**config.mk**
```make
export PLATFORM = sky130hd
export DESIGN_NAME = ffha_ctrl
export DESIGN_NICKNAME = d
export VERILOG_FILES = /design/src/rtl/core/ffha_pkg.sv /design/src/rtl/core/ffha_ctrl.sv
export SDC_FILE = /design/constraint.sdc
export NUM_CORES = 1
export LEC_CHECK = 0
export BUFFER_PORTS_ARGS = -buffer_cell sky130_fd_sc_hd__buf_2
export CORE_MARGIN = 2
export CORE_UTILIZATION = 39
export DETAILED_ROUTE_END_ITERATION = 16
export HOLD_SLACK_MARGIN = 0.06
export PLACE_DENSITY = 0.83
export SLEW_MARGIN = 10
export SYNTH_ARGS = -nofsm -noshare
export SYNTH_HDL_FRONTEND = slang
export SYNTH_SLANG_ARGS = --single-unit
```
**constraint.sdc**
```tcl
create_clock -name clk -period 1 [get_ports clk]
set_input_delay 0.1 -clock clk [delete_from_list [all_inputs] [get_ports clk]]
set_output_delay 0.1 -clock clk [all_outputs]
set_load 0.02 [all_outputs]
```
**src/rtl/core/ffha_pkg.sv**
```systemverilog
// Package for the first-fit heap allocator: sizes, codes, record layout,
// controller states and the command/status structs between controller and datapath.
// No dependencies.
package ffha_pkg;

  localparam int HEAP_BYTES   = 262144;
  localparam int ALIGN_BYTES  = 16;
  localparam int HEADER_BYTES = 24;
  localparam int MAX_BLOCKS   = 8192;

  localparam int OFS_W    = 18;
  localparam int REQ_W    = 19;
  localparam int NEED_W   = REQ_W + 1;
  localparam int CMP_W    = NEED_W + 1;
  localparam int IDX_W    = $clog2(MAX_BLOCKS);
  localparam int NXT_W    = IDX_W + 1;
  localparam int ALIGN_SH = $clog2(ALIGN_BYTES);

  localparam logic [NXT_W-1:0] END_MARK = NXT_W'(MAX_BLOCKS);

  localparam logic FN_ALLOC = 1'b0;
  localparam logic FN_FREE  = 1'b1;

  localparam logic [1:0] ST_OK   = 2'd0;
  localparam logic [1:0] ST_OOM  = 2'd1;
  localparam logic [1:0] ST_NULL = 2'd2;
  localparam logic [1:0] ST_BAD  = 2'd3;

  typedef struct packed {
    logic [OFS_W-1:0] hdr;
    logic [OFS_W-1:0] size;
    logic             free;
    logic [NXT_W-1:0] nxt;
  } rec_t;

  typedef enum logic [2:0] {
    S_IDLE, S_A_CHK, S_A_SPLIT, S_A_FIN, S_F_CHK, S_M_LD, S_M_CHK
  } state_t;

  typedef enum logic [1:0] {RD_NONE, RD_HEAD, RD_NEXT} rd_sel_t;

  typedef enum logic [2:0] {
    WR_NONE, WR_SET_USED, WR_SET_FREE, WR_NEW, WR_SPLIT, WR_MERGE
  } wr_sel_t;

  typedef enum logic [1:0] {OFS_ZERO, OFS_RQ, OFS_CW} ofs_sel_t;

  typedef struct packed {
    logic       latch;
    rd_sel_t    rd_sel;
    wr_sel_t    wr_sel;
    logic       ld_cur;
    logic       pop;
    logic       push;
    logic       resp;
    logic [1:0] resp_status;
    ofs_sel_t   ofs_sel;
  } cmd_t;

  typedef struct packed {
    logic in_null;
    logic in_free;
    logic fit;
    logic split_ok;
    logic rq_end;
    logic hit;
    logic merge_ok;
  } stat_t;

endpackage

```
**src/rtl/core/ffha_ctrl.sv**
```systemverilog
// Controller state machine of the first-fit heap allocator.
// Depends on ffha_pkg; drives the datapath ffha_dp through cmd_t and reads stat_t.
module ffha_ctrl import ffha_pkg::*; (
  input  logic  clk,
  input  logic  rst_n,
  input  logic  start,
  input  stat_t stat,
  output cmd_t  cmd,
  output logic  busy
);

  state_t state_r, state_nxt;

  always_ff @(posedge clk) begin
    if (!rst_n) begin
      state_r <= S_IDLE;
    end else begin
      state_r <= state_nxt;
    end
  end

  assign busy = (state_r != S_IDLE);

  always_comb begin
    state_nxt = state_r;
    unique case (state_r)
      S_IDLE: begin
        if (start && !stat.in_null) begin
          state_nxt = stat.in_free ? S_F_CHK : S_A_CHK;
        end
      end
      S_A_CHK: begin
        if (stat.fit) begin
          state_nxt = stat.split_ok ? S_A_SPLIT : S_IDLE;
        end else if (stat.rq_end) begin
          state_nxt = S_IDLE;
        end
      end
      S_A_SPLIT: state_nxt = S_A_FIN;
      S_A_FIN:   state_nxt = S_IDLE;
      S_F_CHK: begin
        if (stat.hit) begin
          state_nxt = S_M_LD;
        end else if (stat.rq_end) begin
          state_nxt = S_IDLE;
        end
      end
      S_M_LD: state_nxt = stat.rq_end ? S_IDLE : S_M_CHK;
      S_M_CHK: begin
        if (stat.rq_end) begin
          state_nxt = S_IDLE;
        end
      end
      default: state_nxt = S_IDLE;
    endcase
  end

  always_comb begin
    cmd             = '0;
    cmd.rd_sel      = RD_NONE;
    cmd.wr_sel      = WR_NONE;
    cmd.resp_status = ST_OK;
    cmd.ofs_sel     = OFS_ZERO;
    unique case (state_r)
      S_IDLE: begin
        if (start) begin
          cmd.latch = 1'b1;
          if (stat.in_null) begin
            cmd.resp        = 1'b1;
            cmd.resp_status = ST_NULL;
          end else begin
            cmd.rd_sel = RD_HEAD;
          end
        end
      end
      S_A_CHK: begin
        if (stat.fit) begin
          if (stat.split_ok) begin
            cmd.pop    = 1'b1;
            cmd.ld_cur = 1'b1;
          end else begin
            cmd.wr_sel  = WR_SET_USED;
            cmd.resp    = 1'b1;
            cmd.ofs_sel = OFS_RQ;
          end
        end else if (stat.rq_end) begin
          cmd.resp        = 1'b1;
          cmd.resp_status = ST_OOM;
        end else begin
          cmd.rd_sel = RD_NEXT;
        end
      end
      S_A_SPLIT: cmd.wr_sel = WR_NEW;
      S_A_FIN: begin
        cmd.wr_sel  = WR_SPLIT;
        cmd.resp    = 1'b1;
        cmd.ofs_sel = OFS_CW;
      end
      S_F_CHK: begin
        if (stat.hit) begin
          cmd.wr_sel = WR_SET_FREE;
          cmd.rd_sel = RD_HEAD;
        end else if (stat.rq_end) begin
          cmd.resp        = 1'b1;
          cmd.resp_status = ST_BAD;
        end else begin
          cmd.rd_sel = RD_NEXT;
        end
      end
      S_M_LD: begin
        cmd.ld_cur = 1'b1;
        if (stat.rq_end) begin
          cmd.resp = 1'b1;
        end else begin
          cmd.rd_sel = RD_NEXT;
        end
      end
      S_M_CHK: begin
        if (stat.merge_ok) begin
          cmd.wr_sel = WR_MERGE;
          cmd.push   = 1'b1;
        end else begin
          cmd.ld_cur = 1'b1;
        end
        if (stat.rq_end) begin
          cmd.resp = 1'b1;
        end else begin
          cmd.rd_sel = RD_NEXT;
        end
      end
      default: ;
    endcase
  end

endmodule

```
==> results.md <==
* I/O pins at 25
* Crit path arrival time at 1400 ps
* Combinational family with the most area after synthesis: simple AND/OR/NAND/NOR gates
* CP Max Fanout at 10
* Min-Delay Path Class: in2reg
* Clk_lat worst skew at 250 ps
* Critical path, cell by cell: and2b_2 -> and2_4 -> or2_4 -> buf_6
* Synth Area in Simple Gates at 43.1%
* Filler cell count at 74
* Gr ovfl total at 0
* Final net count at 119
* CP max stage cell: dfxtp_4
* Area leader, netlist: dfxtp_1
* Synth Register Bits at 3
* Flop pwr share at 14.4%
* Violated checks: negative setup slack
* Place WS at -317 ps
* Skew final at 4.02 ps
* Post-synthesis compound-gate area fraction at 25.5%
* Switch share at 42.3%
* Most flops, register: state_r
* CP Capture Type: primary output
* Mux cell area share after synthesis at 1.95%
* Slowest stage delay, CP at 390 ps
* Post-Synth XOR/XNOR Area at 3.16%
* Row count at 13
* Port buffer count at 24
* Crit path kind: reg2out
* Clock-pin slew on the worst setup and hold paths at 50 ps
* Cts bufs inserted at 3
* Vias per cell at 5.30
* Die Ht at 40.3 um
* Htree depth at 1
* Clk buf depth at 2
* Post-layout util at 75.6%
* Cell Count, Final, Fillers Out at 123
* Clock Root Buffer: clkbuf_4
* DP HPWL at 1070 um
* Final WL at 1820 um
* Post-synth top cells: a21oi_1, buf_6, nand2_1, nor2_1
* Area Growth Syn to Fin at 86.6%
* Post-synth ARST share at 0%
* Placed Area at 733 um2
* Period minus WS final at 1500 ps
* Ys Warns at 0
* Pleak at 0.000457 uW
* Vias in the first global route at 510
* Synth top area share at 11.7%
* Syn Inst Count at 65
* Number of synthesized flops with an enable pin at 0
* Max-slew headroom at 81.0%
* Max-Cap Viols at 0
* Post-Syn Area at 514 um2
* Internal at 767 uW
* Full die area at 1620 um2
* Die extent in x at 40.3 um
* Most common cell in the synthesized netlist: a21oi_1
* Initial antenna violation count at 0
* Final worst path period share at 150%
* Storage cell area at 71.3 um2
* CTS tree: done
* Startpoint types: register
* Max FFs per register at 3
* Wire length of the first global-routing pass at 2330 um
* Area occupied by multi-input gates at 465 um2
* Tot Pwr at 1330 uW
* DRC violations left at 0
* All-Layer GR Usage at 21.9%
* DRT Pass-1 Iters at 4
* Clock power share at 18.2%
* Average cell area after synthesis at 7.91 um2
* Final hold violations at 0
* Placer Congestion at 0.844
* Synth Area in Adders at 0%
* Drt initial violations at 11
* Final Slew Violations at 0
* Ant. Diodes at 0
* Fmax at 0.668 GHz
* Initial Util at 40.5%
* Synth area leaders: dfxtp_1, buf_6, nor3b_2
* Drt wl/cell at 14.8 um
* Worst slew pin tran at 277 ps
* VDD IR max at 0.000913 V
* RSZ-0062 raised after global routing: yes
* Largest net degree at the start of global routing at 11
* Comb power frac at 67.4%
* Fin area at 960 um2
* Sw power at 561 uW
* Placed cell count at 110
* Status: finished with violations
* Vias post-DR at 652
* Library cells used by synthesis at 34
* Core area at 1270 um2
* Register area share after synthesis at 11.7%
* Pwr Density at 1380 nW/um2
* Post-synth top flop: dfxtp_1
* Clock Sinks at 3
* Final setup vio count at 18
* Top flop regs: state_r (3)
* Detail Route Antenna Nets at 0
* Share of cells above drive strength 1 at 73.1%
* PnR worst setup slack at -498 ps
* Post-synth net total at 75
* Crit path required time at 900 ps
-- layout make-up --
cell class                      instances  share of cell area, %
Clock buffer                            4                   2.74
Timing Repair Buffer                   44                   37.2
Tap cell                               15                   1.96
Multi-Input combinational cell         52                   48.5
Inverter                                5                   2.22
Sequential cell                         3                   7.43
-- metrics by stage --
step	hold WS, ps	setup TNS [ps]
4_1_cts	121	-5950
5_1_grt	120	-6930
6_report	118	-6190
2_1_floorplan	227	-938
3_3_place_gp	351	-3300
3_5_place_dp	357	-3540
-- cells in the final DEF, fill, tap and decap left out, types with 2 or more instances in the layout --
cell type / instances
inv_1: 3
buf_6: 13
and2_4: 2
nor2_1: 3
nor2_4: 2
or2_4: 2
nor2b_1: 2
dfxtp_4: 3
a21oi_1: 5
buf_2: 12
o21ai_1: 3
nor2b_4: 2
clkbuf_4: 3
buf_4: 18
nand2_1: 5
a21oi_2: 2
nor3b_2: 3
-- worst paths after layout --
path	slack (ps)	start	cells past startpoint	endpoint
worst max-delay path	-500	state_r[0]	4	cmd[10]
worst min-delay path	120	rst_n	3	state_r[0]
worst max register to register	-360	state_r[0]	7	state_r[2]
worst min register to register	660	state_r[2]	2	state_r[1]
-- routing by layer --
metal | track usage [%] | share of wire, % | wire (um) | vias up
li1 | - | - | - | 316
met1 | 27.9 | 44 | 794 | 314
met2 | 35.1 | 52 | 936 | 20
met3 | 7.22 | 4.3 | 78 | 2
met4 | 5.83 | 0.39 | 7 | 0
met5 | 0 | 0 | 0 | -
-- power by group through the flow --
stage / clock, uW / sequential, uW / combinational (uW)
floorplan: 0 / 154 / 493
global placement: 0 / 187 / 632
detailed placement: 0 / 189 / 645
CTS: 225 / 185 / 757
global route: 260 / 195 / 954
finish: 241 / 191 / 895
-- critical path, delay by kind of cell (launching register included) --
family        cells  cell delay [ps]
flops             1              390
simple gates      3              630
buf+inv           1              130
-- timing repair --
action                                 4_1_cts  5_1_grt
setup buffers                                7        2
setup endpoints to repair                   18       18
hold buffers                                 0        0
endpoints found under the hold margin        0        0
resized for setup                           22       20
pin swaps                                    4        3
-- logic make-up after synthesis --
logic type / Yosys count
mux: 1
compound gates: 19
xor+xnor: 1
buf+inv: 10
flops: 3
simple gates: 31
No activity file was read; power rests on OpenSTA's default activity.
